[config.mk]
export PLATFORM = sky130hd
export DESIGN_NAME = clamped_integer_accumulator_unit
export DESIGN_NICKNAME = d
export VERILOG_FILES = /design/src/sv/cia_pkg.sv /design/src/sv/cia_datapath.sv /design/src/sv/cia_ctrl.sv /design/src/sv/clamped_integer_accumulator_unit.sv
export SDC_FILE = /design/constraint.sdc
export NUM_CORES = 2
export LEC_CHECK = 0
export BUFFER_PORTS_ARGS = -buffer_cell sky130_fd_sc_hd__buf_2
export CAP_MARGIN = 20
export CORE_MARGIN = 1
export CORE_UTILIZATION = 33
export CTS_CLUSTER_SIZE = 16
export DETAILED_ROUTE_END_ITERATION = 6
export PLACE_DENSITY_LB_ADDON = 0.25
export SLEW_MARGIN = 20
export SYNTH_ARGS = -nofsm -noshare
export SYNTH_HDL_FRONTEND = slang
export SYNTH_HIERARCHICAL = 1
export SYNTH_SLANG_ARGS = --single-unit
[constraint.sdc]
create_clock -name clk -period 25.2 [get_ports clk]
set_input_delay 5.04 -clock clk [delete_from_list [all_inputs] [get_ports clk]]
set_output_delay 5.04 -clock clk [all_outputs]
set_load 0.005 [all_outputs]
[src/sv/cia_pkg.sv]
// ----------------------------------------------------------------------------
// cia_pkg: shared types and constants of the clamped integer accumulator
// Mode codes, beat layout, controller states and the command and status
// bundles between the controller and the datapath.
// ----------------------------------------------------------------------------
package cia_pkg;

	localparam int DATA_WIDTH_DEF = 32;
	localparam int FIELD_W        = 32;
	localparam int MODE_W         = 3;
	localparam int STATUS_W       = 2;
	localparam int CFG_INDEX_W    = 1;
	localparam int IN_TDATA_W     = 40;
	localparam int OUT_TDATA_W    = 40;

	// Input beat: mode [2:0], operand [34:3]
	localparam int MODE_LSB    = 0;
	localparam int OPERAND_LSB = MODE_LSB + MODE_W;
	// Output beat: new_value [31:0], clamp_status [33:32]
	localparam int VALUE_LSB   = 0;
	localparam int STATUS_LSB  = VALUE_LSB + FIELD_W;

	typedef enum logic [MODE_W-1:0] {
		MODE_LOAD = 3'd0,
		MODE_ADD  = 3'd1,
		MODE_SUB  = 3'd2,
		MODE_MUL  = 3'd3,
		MODE_DIV  = 3'd4,
		MODE_MOD  = 3'd5
	} mode_t;

	typedef enum logic [STATUS_W-1:0] {
		CLAMP_NONE  = 2'd0,
		CLAMP_UPPER = 2'd1,
		CLAMP_LOWER = 2'd2
	} clamp_t;

	typedef enum logic [CFG_INDEX_W-1:0] {
		REG_LOWER = 1'b0,
		REG_UPPER = 1'b1
	} reg_index_t;

	typedef enum logic [2:0] {
		ST_IDLE,
		ST_EXEC,
		ST_DIV,
		ST_FIX,
		ST_DONE
	} state_t;

	typedef struct packed {
		logic capture;
		logic exec;
		logic div_step;
		logic div_fix;
		logic commit;
	} cia_cmd_t;

	typedef struct packed {
		logic div_op;
		logic div_last;
		logic out_free;
	} cia_stat_t;

endpackage

[src/sv/cia_datapath.sv]
// ----------------------------------------------------------------------------
// cia_datapath: accumulator, bounds, exact-result unit and output register
// Forms the exact result at double width (load, add, subtract, combinational
// multiply or a restoring divider of one quotient bit per cycle), clamps it
// to the bounds and holds the result beat until the receiver takes it.
// ----------------------------------------------------------------------------
module cia_datapath #(
	parameter int DATA_WIDTH = cia_pkg::DATA_WIDTH_DEF
) (
	input  logic                          clk,
	input  logic                          arst_n,
	input  cia_pkg::cia_cmd_t             cmd,
	output cia_pkg::cia_stat_t            stat,
	input  logic [cia_pkg::IN_TDATA_W-1:0]  in_data,
	input  logic                          cfg_we,
	input  logic [cia_pkg::CFG_INDEX_W-1:0] cfg_index,
	input  logic [cia_pkg::FIELD_W-1:0]     cfg_data,
	output logic                          out_valid,
	input  logic                          out_ready,
	output logic [cia_pkg::OUT_TDATA_W-1:0] out_data
);
	import cia_pkg::*;

	localparam int W  = DATA_WIDTH;
	localparam int XW = 2 * DATA_WIDTH;
	localparam int CW = (DATA_WIDTH > 1) ? $clog2(DATA_WIDTH) : 1;

	logic signed [W-1:0]  acc_q;
	logic signed [W-1:0]  lo_q;
	logic signed [W-1:0]  hi_q;
	logic [MODE_W-1:0]    mode_q;
	logic signed [W-1:0]  op_q;
	logic signed [XW-1:0] exact_q;
	logic                 byp_q;
	logic [STATUS_W-1:0]  byp_st_q;
	logic [W-1:0]         dq_q;
	logic [W-1:0]         rem_q;
	logic [W-1:0]         dvs_q;
	logic [CW-1:0]        cnt_q;
	logic                 qneg_q;
	logic                 rneg_q;
	logic                 out_valid_q;
	logic signed [FIELD_W-1:0] out_value_q;
	logic [STATUS_W-1:0]  out_status_q;

	logic signed [XW-1:0] acc_x;
	logic signed [XW-1:0] op_x;
	logic signed [XW-1:0] exact_d;
	logic                 byp_d;
	logic [STATUS_W-1:0]  byp_st_d;
	logic                 op_zero;
	logic [W-1:0]         acc_mag;
	logic [W-1:0]         op_mag;
	logic [W:0]           trial;
	logic                 trial_ge;
	logic signed [XW-1:0] quo_x;
	logic signed [XW-1:0] rem_x;
	logic signed [XW-1:0] lo_x;
	logic signed [XW-1:0] hi_x;
	logic signed [W-1:0]  res;
	logic [STATUS_W-1:0]  res_st;

	assign acc_x   = XW'(acc_q);
	assign op_x    = XW'(op_q);
	assign op_zero = (op_q == '0);
	assign acc_mag = acc_q[W-1] ? W'(-acc_q) : W'(acc_q);
	assign op_mag  = op_q[W-1] ? W'(-op_q) : W'(op_q);

	assign stat.div_op   = ((mode_q == MODE_DIV) || (mode_q == MODE_MOD)) && !op_zero;
	assign stat.div_last = (cnt_q == '0);
	assign stat.out_free = !out_valid_q || out_ready;

	// Exact result of the operations outside the divider, plus the forced outcomes
	always_comb begin
		exact_d  = acc_x;
		byp_d    = 1'b0;
		byp_st_d = CLAMP_NONE;
		case (mode_q)
			MODE_LOAD: exact_d = op_x;
			MODE_ADD:  exact_d = acc_x + op_x;
			MODE_SUB:  exact_d = acc_x - op_x;
			MODE_MUL:  exact_d = acc_q * op_q;
			MODE_DIV: begin
				if (op_zero) begin
					if (acc_q > 0) begin
						exact_d  = XW'(hi_q);
						byp_d    = 1'b1;
						byp_st_d = CLAMP_UPPER;
					end else if (acc_q < 0) begin
						exact_d  = XW'(lo_q);
						byp_d    = 1'b1;
						byp_st_d = CLAMP_LOWER;
					end else begin
						exact_d = '0;
					end
				end
			end
			MODE_MOD:  exact_d = acc_x;
			default: begin
				// unused modes keep the accumulator untouched
				byp_d = 1'b1;
			end
		endcase
	end

	assign trial    = {rem_q, dq_q[W-1]};
	assign trial_ge = (trial >= {1'b0, dvs_q});
	assign quo_x    = qneg_q ? -$signed(XW'(dq_q)) : $signed(XW'(dq_q));
	assign rem_x    = rneg_q ? -$signed(XW'(rem_q)) : $signed(XW'(rem_q));

	// Lower bound is checked first; with crossed bounds, results at or above it take the upper bound
	assign lo_x = XW'(lo_q);
	assign hi_x = XW'(hi_q);
	always_comb begin
		if (byp_q) begin
			res    = W'(exact_q);
			res_st = byp_st_q;
		end else if (exact_q < lo_x) begin
			res    = lo_q;
			res_st = CLAMP_LOWER;
		end else if (exact_q > hi_x) begin
			res    = hi_q;
			res_st = CLAMP_UPPER;
		end else begin
			res    = W'(exact_q);
			res_st = CLAMP_NONE;
		end
	end

	always_ff @(posedge clk or negedge arst_n) begin
		if (!arst_n) begin
			acc_q       <= '0;
			lo_q        <= {1'b1, {(W-1){1'b0}}};
			hi_q        <= {1'b0, {(W-1){1'b1}}};
			out_valid_q <= 1'b0;
			cnt_q       <= '0;
		end else begin
			if (cfg_we) begin
				if (cfg_index == REG_LOWER)
					lo_q <= cfg_data[W-1:0];
				else
					hi_q <= cfg_data[W-1:0];
			end
			if (cmd.exec)
				cnt_q <= CW'(W - 1);
			else if (cmd.div_step)
				cnt_q <= cnt_q - 1'b1;
			if (cmd.commit) begin
				acc_q       <= res;
				out_valid_q <= 1'b1;
			end else if (out_ready) begin
				out_valid_q <= 1'b0;
			end
		end
	end

	always_ff @(posedge clk) begin
		if (cmd.capture) begin
			mode_q <= in_data[MODE_LSB +: MODE_W];
			op_q   <= in_data[OPERAND_LSB +: W];
		end
		if (cmd.exec) begin
			exact_q  <= exact_d;
			byp_q    <= byp_d;
			byp_st_q <= byp_st_d;
			dq_q     <= acc_mag;
			rem_q    <= '0;
			dvs_q    <= op_mag;
			qneg_q   <= acc_q[W-1] ^ op_q[W-1];
			rneg_q   <= acc_q[W-1];
		end
		if (cmd.div_step) begin
			rem_q <= trial_ge ? W'(trial - {1'b0, dvs_q}) : trial[W-1:0];
			dq_q  <= {dq_q[W-2:0], trial_ge};
		end
		if (cmd.div_fix) begin
			exact_q <= (mode_q == MODE_DIV) ? quo_x : rem_x;
			byp_q   <= 1'b0;
		end
		if (cmd.commit) begin
			out_value_q  <= FIELD_W'(res);
			out_status_q <= res_st;
		end
	end

	assign out_valid = out_valid_q;
	always_comb begin
		out_data = '0;
		out_data[VALUE_LSB +: FIELD_W]   = out_value_q;
		out_data[STATUS_LSB +: STATUS_W] = out_status_q;
	end

endmodule

[src/sv/cia_ctrl.sv]
// ----------------------------------------------------------------------------
// cia_ctrl: sequencing state machine of the clamped integer accumulator
// Takes one beat, runs the direct or the divider path and commits the
// clamped result once the output register is free.
// ----------------------------------------------------------------------------
module cia_ctrl (
	input  logic               clk,
	input  logic               arst_n,
	input  logic               in_valid,
	output logic               in_ready,
	output cia_pkg::cia_cmd_t  cmd,
	input  cia_pkg::cia_stat_t stat
);
	import cia_pkg::*;

	state_t state_q;
	state_t state_d;

	always_ff @(posedge clk or negedge arst_n) begin
		if (!arst_n)
			state_q <= ST_IDLE;
		else
			state_q <= state_d;
	end

	always_comb begin
		state_d  = state_q;
		cmd      = '0;
		in_ready = 1'b0;
		case (state_q)
			ST_IDLE: begin
				in_ready = 1'b1;
				if (in_valid) begin
					cmd.capture = 1'b1;
					state_d     = ST_EXEC;
				end
			end
			ST_EXEC: begin
				cmd.exec = 1'b1;
				state_d  = stat.div_op ? ST_DIV : ST_DONE;
			end
			ST_DIV: begin
				cmd.div_step = 1'b1;
				if (stat.div_last)
					state_d = ST_FIX;
			end
			ST_FIX: begin
				cmd.div_fix = 1'b1;
				state_d     = ST_DONE;
			end
			ST_DONE: begin
				// hold the result until the output register can take it
				if (stat.out_free) begin
					cmd.commit = 1'b1;
					state_d    = ST_IDLE;
				end
			end
			default: state_d = ST_IDLE;
		endcase
	end

endmodule

[src/sv/clamped_integer_accumulator_unit.sv]
// ----------------------------------------------------------------------------
// clamped_integer_accumulator_unit: signed accumulator clamped to bounds
// Applies load, add, subtract, multiply, divide or modulo to one accumulator
// and clamps the exact result to the configured lower and upper bounds.
// ----------------------------------------------------------------------------
// Usage:
//   s_* channel: one beat per operation (mode, operand). m_* channel: one
//   beat per operation (new_value, clamp_status). cfg_* channel: writes the
//   lower bound (index 0) or upper bound (index 1); always ready, to be used
//   only while no operation is in flight.
//   Load, add, subtract and multiply pass from acceptance through the execute
//   and done states into the output register. Divide and modulo by a non-zero
//   operand also pass through the divide and fix-up states: the restoring
//   divider yields one quotient bit per cycle. A new beat is accepted the
//   cycle after the previous result is committed, so one operation is in
//   flight at a time.
//   Reset clears the accumulator, opens the bounds to the full signed range
//   and empties the output register.
//   While the receiver stalls the result beat holds in the output register;
//   one further beat is accepted and computed, then waits for that register.
// ----------------------------------------------------------------------------
module clamped_integer_accumulator_unit #(
	parameter int DATA_WIDTH = cia_pkg::DATA_WIDTH_DEF
) (
	input  logic                            clk,
	input  logic                            arst_n,
	input  logic                            s_tvalid,
	output logic                            s_tready,
	input  logic [cia_pkg::IN_TDATA_W-1:0]  s_tdata,  // mode[2:0], operand[34:3]
	output logic                            m_tvalid,
	input  logic                            m_tready,
	output logic [cia_pkg::OUT_TDATA_W-1:0] m_tdata,  // new_value[31:0], clamp_status[33:32]
	input  logic                            cfg_valid,
	output logic                            cfg_ready,
	input  logic [cia_pkg::CFG_INDEX_W-1:0] cfg_index,
	input  logic [cia_pkg::FIELD_W-1:0]     cfg_data
);
	import cia_pkg::*;

	cia_cmd_t  cmd;
	cia_stat_t stat;

	assign cfg_ready = 1'b1;

	cia_ctrl u_ctrl (
		.clk      (clk),
		.arst_n   (arst_n),
		.in_valid (s_tvalid),
		.in_ready (s_tready),
		.cmd      (cmd),
		.stat     (stat)
	);

	cia_datapath #(
		.DATA_WIDTH (DATA_WIDTH)
	) u_dp (
		.clk       (clk),
		.arst_n    (arst_n),
		.cmd       (cmd),
		.stat      (stat),
		.in_data   (s_tdata),
		.cfg_we    (cfg_valid & cfg_ready),
		.cfg_index (cfg_index),
		.cfg_data  (cfg_data),
		.out_valid (m_tvalid),
		.out_ready (m_tready),
		.out_data  (m_tdata)
	);

endmodule

==> impl_metrics.csv <==
group,metric,value,unit
routing,drtPass1Iterations,7,
hold_path,hold_path_class,"flip-flop to flip-flop",
critical_path,critPathKind,"flip-flop to flip-flop",
routing,drc,2,
cells_and_area,drive_gt1_share,6.86,%
global_routing,grt_pass1_wl,335000,um
critical_path,setup.worst_path.end_class,"flip-flop",
routing,via_count,49800,
yosys,yosysSeqAreaShare,15.4,%
yosys,yosys_warnings,6,
yosys,syn_area_per_cell,9.11,sq um
timing,slew_headroom,20.9,%
placement,dp_hpwl,169000,um
yosys,ys_types,94,
run_status,status,"finished with violations",
clock_tree,postCtsSetupBuffers,0,
timing,post-route-period-util,39.9,%
critical_path,start_kind,"flip-flop",
routing,viasPerCell,5.33,
clock_tree,htree_levels,2,
global_routing,track_usage,22.8,%
clock_tree,ctsHoldBuffers,0,
clock_tree,ctsResizeCount,0,
yosys,async_flop_share,31.0,%
floorplan,rows,160,
routing,antenna_left,0,
cells_and_area,nFillCells,19400,
global_routing,grt-ovfl-total,0,
clock_tree,clockRootBuffer,"clkbuf_16",
critical_path,cp.arrival,10.41,ns
timing,setup-tns-final,0,ns
run,maxCapViolCount,0,
global_routing,antenna_found_initial,4,
global_routing,grt_pass1_vias,52300,
placement,port_buffers,108,
global_routing,grt_max_degree,73,
routing,wl_per_cell,23.2,um
timing,fin_crit,10.07,ns
yosys,synth.ff_latch_count,339,
timing,fin_skew,0.0525,ns
clock_tree,clk_pin_slew,0.06,ns
floorplan,die_h,439,um
timing,setup_viol_count_final,0,
clock_tree,cts_num_sinks,339,
run_status,failed_checks,"DRC",
yosys,synth-edff-count,233,
floorplan,core,190000,sq um
timing,tightest_slew,1.18,ns
critical_path,cp_max_fo,27,
cells_and_area,area_growth,7.25,%
clock_tree,cts.path.max_buffers,3,
placement,place.gp.congestion,0.932,
timing,fmax,99.3,MHz
clock_tree,tritoncts,"built",
cells_and_area,layout.nets,8367,
clock_tree,numCtsBuffers,44,
timing,finalHoldViolCount,0,
timing,grt_setup_unrepaired,"false",
critical_path,worstPathRequired,25.55,ns
routing,drt-total-wl,217000,um
floorplan,start_util,33.2,%
yosys,netlist_area,63000,sq um
floorplan,die_area,193000,sq um
timing,final_max_slew_viol_count,0,
clock_tree,insertion_delay,0.66,ns
yosys,synth_flop_cell,"edfxtp_1",
floorplan,dieWidth,439,um
routing,drt-initial-drc-count,3970,
yosys,synthCells,6919,
floorplan,io_pins,121,
cell type report:
cell class | count | area (sq um) | area share [%]
antenna | 4 | 10.0 | 0.0148
multi-input combinational | 4966 | 47300 | 70.0
tap | 2511 | 3140 | 4.65
sequential | 339 | 9690 | 14.3
clock inverter | 22 | 198 | 0.292
timing repair buffer | 243 | 1560 | 2.30
clock buffer | 60 | 1200 | 1.78
inverter | 1194 | 4480 | 6.63
metal layers:
layer / vias up / GRT usage (%) / wire length, um
met5: - / 0 / 0
met1: 25800 / 30.7 / 92800
met4: 0 / 7.14 / 7770
met3: 287 / 2.41 / 12100
met2: 1635 / 38.3 / 104000
li1: 22000 / - / -
registers in the layout, summed over array words and instances (netlist names), 32 cells and up:
signal and flops:
u_dp/exact_q 64, u_dp/acc_q 32, u_dp/dq_q 32, u_dp/dvs_q 32, u_dp/hi_q 32, u_dp/lo_q 32, u_dp/op_q 32, u_dp/out_value_q 32
u_dp/rem_q 32
metrics by stage:
step / setup WS (ns) / hold slack [ns] / utilization (%) / instances / instance area [sq um]
after floorplan: 14.54 / 0.493 / - / 6924 / 63000
after global placement: 15.09 / 0.515 / 34.8 / 9253 / 66200
after detailed placement: 15.04 / 0.522 / 34.8 / 9253 / 66200
after CTS: 15.02 / 0.537 / 35.6 / 9335 / 67600
after global routing: 14.74 / 0.578 / 35.6 / 9335 / 67600
final: 15.13 / 0.536 / 35.6 / 9339 / 67600
critical path, stage by stage (launching register included):
cell and delay (ns):
dfrtp_4 0.75, clkinv_1 0.13, buf_4 0.31, nor2_1 0.27
fa_1 0.45, inv_1 0.29, fa_1 0.48, inv_1 0.24
fa_1 0.51, fa_1 0.94, inv_1 0.50, fa_1 0.61
inv_1 0.06, fa_1 0.53, inv_1 0.05, fa_1 0.47
inv_1 0.05, fa_1 0.46, ha_1 0.47, and3_1 0.34
nand4_1 0.13, a21oi_1 0.06, a21oi_1 0.57, a31oi_1 0.30
a311oi_1 0.43, mux2i_1 0.24, nand2_1 0.10
synthesized netlist by cell type (all sizes together) (31+ instances only):
library cell / number / share of area (%)
o21a: 32 / 0.38
mux2i: 35 / 0.56
and2: 433 / 4.3
xor2: 68 / 0.94
nor2: 355 / 2.1
xnor2: 135 / 1.9
nand4: 41 / 0.41
or3: 40 / 0.40
edfxtp: 233 / 11
a31oi: 31 / 0.33
dfstp: 32 / 1.3
a211oi: 52 / 0.64
nor3: 61 / 0.51
clkbuf: 368 / 2.2
mux2: 65 / 1.2
a221oi: 40 / 0.56
a21oi: 260 / 2.1
buf: 57 / 0.48
o21ai: 303 / 2.4
inv: 1187 / 7.1
nand2b: 40 / 0.40
o311a: 33 / 0.52
o31ai: 53 / 0.63
nand3: 41 / 0.33
ha: 416 / 8.3
o211ai: 40 / 0.49
o22ai: 52 / 0.52
fa: 1085 / 34
a22oi: 49 / 0.58
a21o: 99 / 1.2
nand2: 785 / 4.7
dfrtp: 73 / 2.9
final timing paths:
path / from / end / slack, ns / cells after the start
worst min-delay path: u_dp/out_valid$_DFFE_PN0P_ / u_dp/out_valid$_DFFE_PN0P_ / 0.54 / 2
worst max register to register: u_dp/acc_q[31]$_DFFE_PN0P_ / u_dp/exact_q[60]$_DFFE_PP_ / 15.13 / 26
max in group asynchronous: arst_n / u_dp/acc_q[31]$_DFFE_PN0P_ / 19.28 / 2
worst min register to register: u_dp/out_valid$_DFFE_PN0P_ / u_dp/out_valid$_DFFE_PN0P_ / 0.54 / 2
worst max-delay path: u_dp/acc_q[31]$_DFFE_PN0P_ / u_dp/exact_q[60]$_DFFE_PP_ / 15.13 / 26
min in group asynchronous: arst_n / u_dp/cnt_q[0]$_DFFE_PN0P_ / 4.42 / 1
kinds of logic (layout without fill, tap and decap cells):
| logic type | count (synthesis) | after routing | synth area share (%) |
|---|---|---|---|
| muxes | 101 | 101 | 1.75 |
| adders and majority gates | 1501 | 1501 | 42.7 |
| xor gates and xnor gates | 203 | 203 | 2.82 |
| AOI/OAI and AO/OA | 1222 | 1222 | 12.9 |
| DFF | 339 | 339 | 15.4 |
| other | 2 | 11 | 0.0119 |
| and+or+nand+nor | 1932 | 1932 | 14.6 |
| buffers and inverters | 1619 | 1519 | 9.78 |
cell usage in the layout (no fill, tap or decap), drive strengths merged, types with 31 or more instances in the layout:
cell type	instances
a21oi	260
nand2	785
o22ai	52
buf	243
inv	1191
ha	416
nor2	355
fa	1085
and2	433
a221oi	40
o21ai	303
a21o	99
nand2b	40
xor2	68
mux2	65
xnor2	135
dfrtp	73
a211oi	52
nand4	41
a22oi	49
a31oi	31
o31ai	53
o21a	32
nor3	61
o211ai	40
or3	40
dfstp	32
mux2i	35
edfxtp	233
clkbuf	60
o311a	33
nand3	41
Power is left out: the tool's default activity adds up to more than one toggle a clock period on the data nets, which glitch-free logic cannot reach.
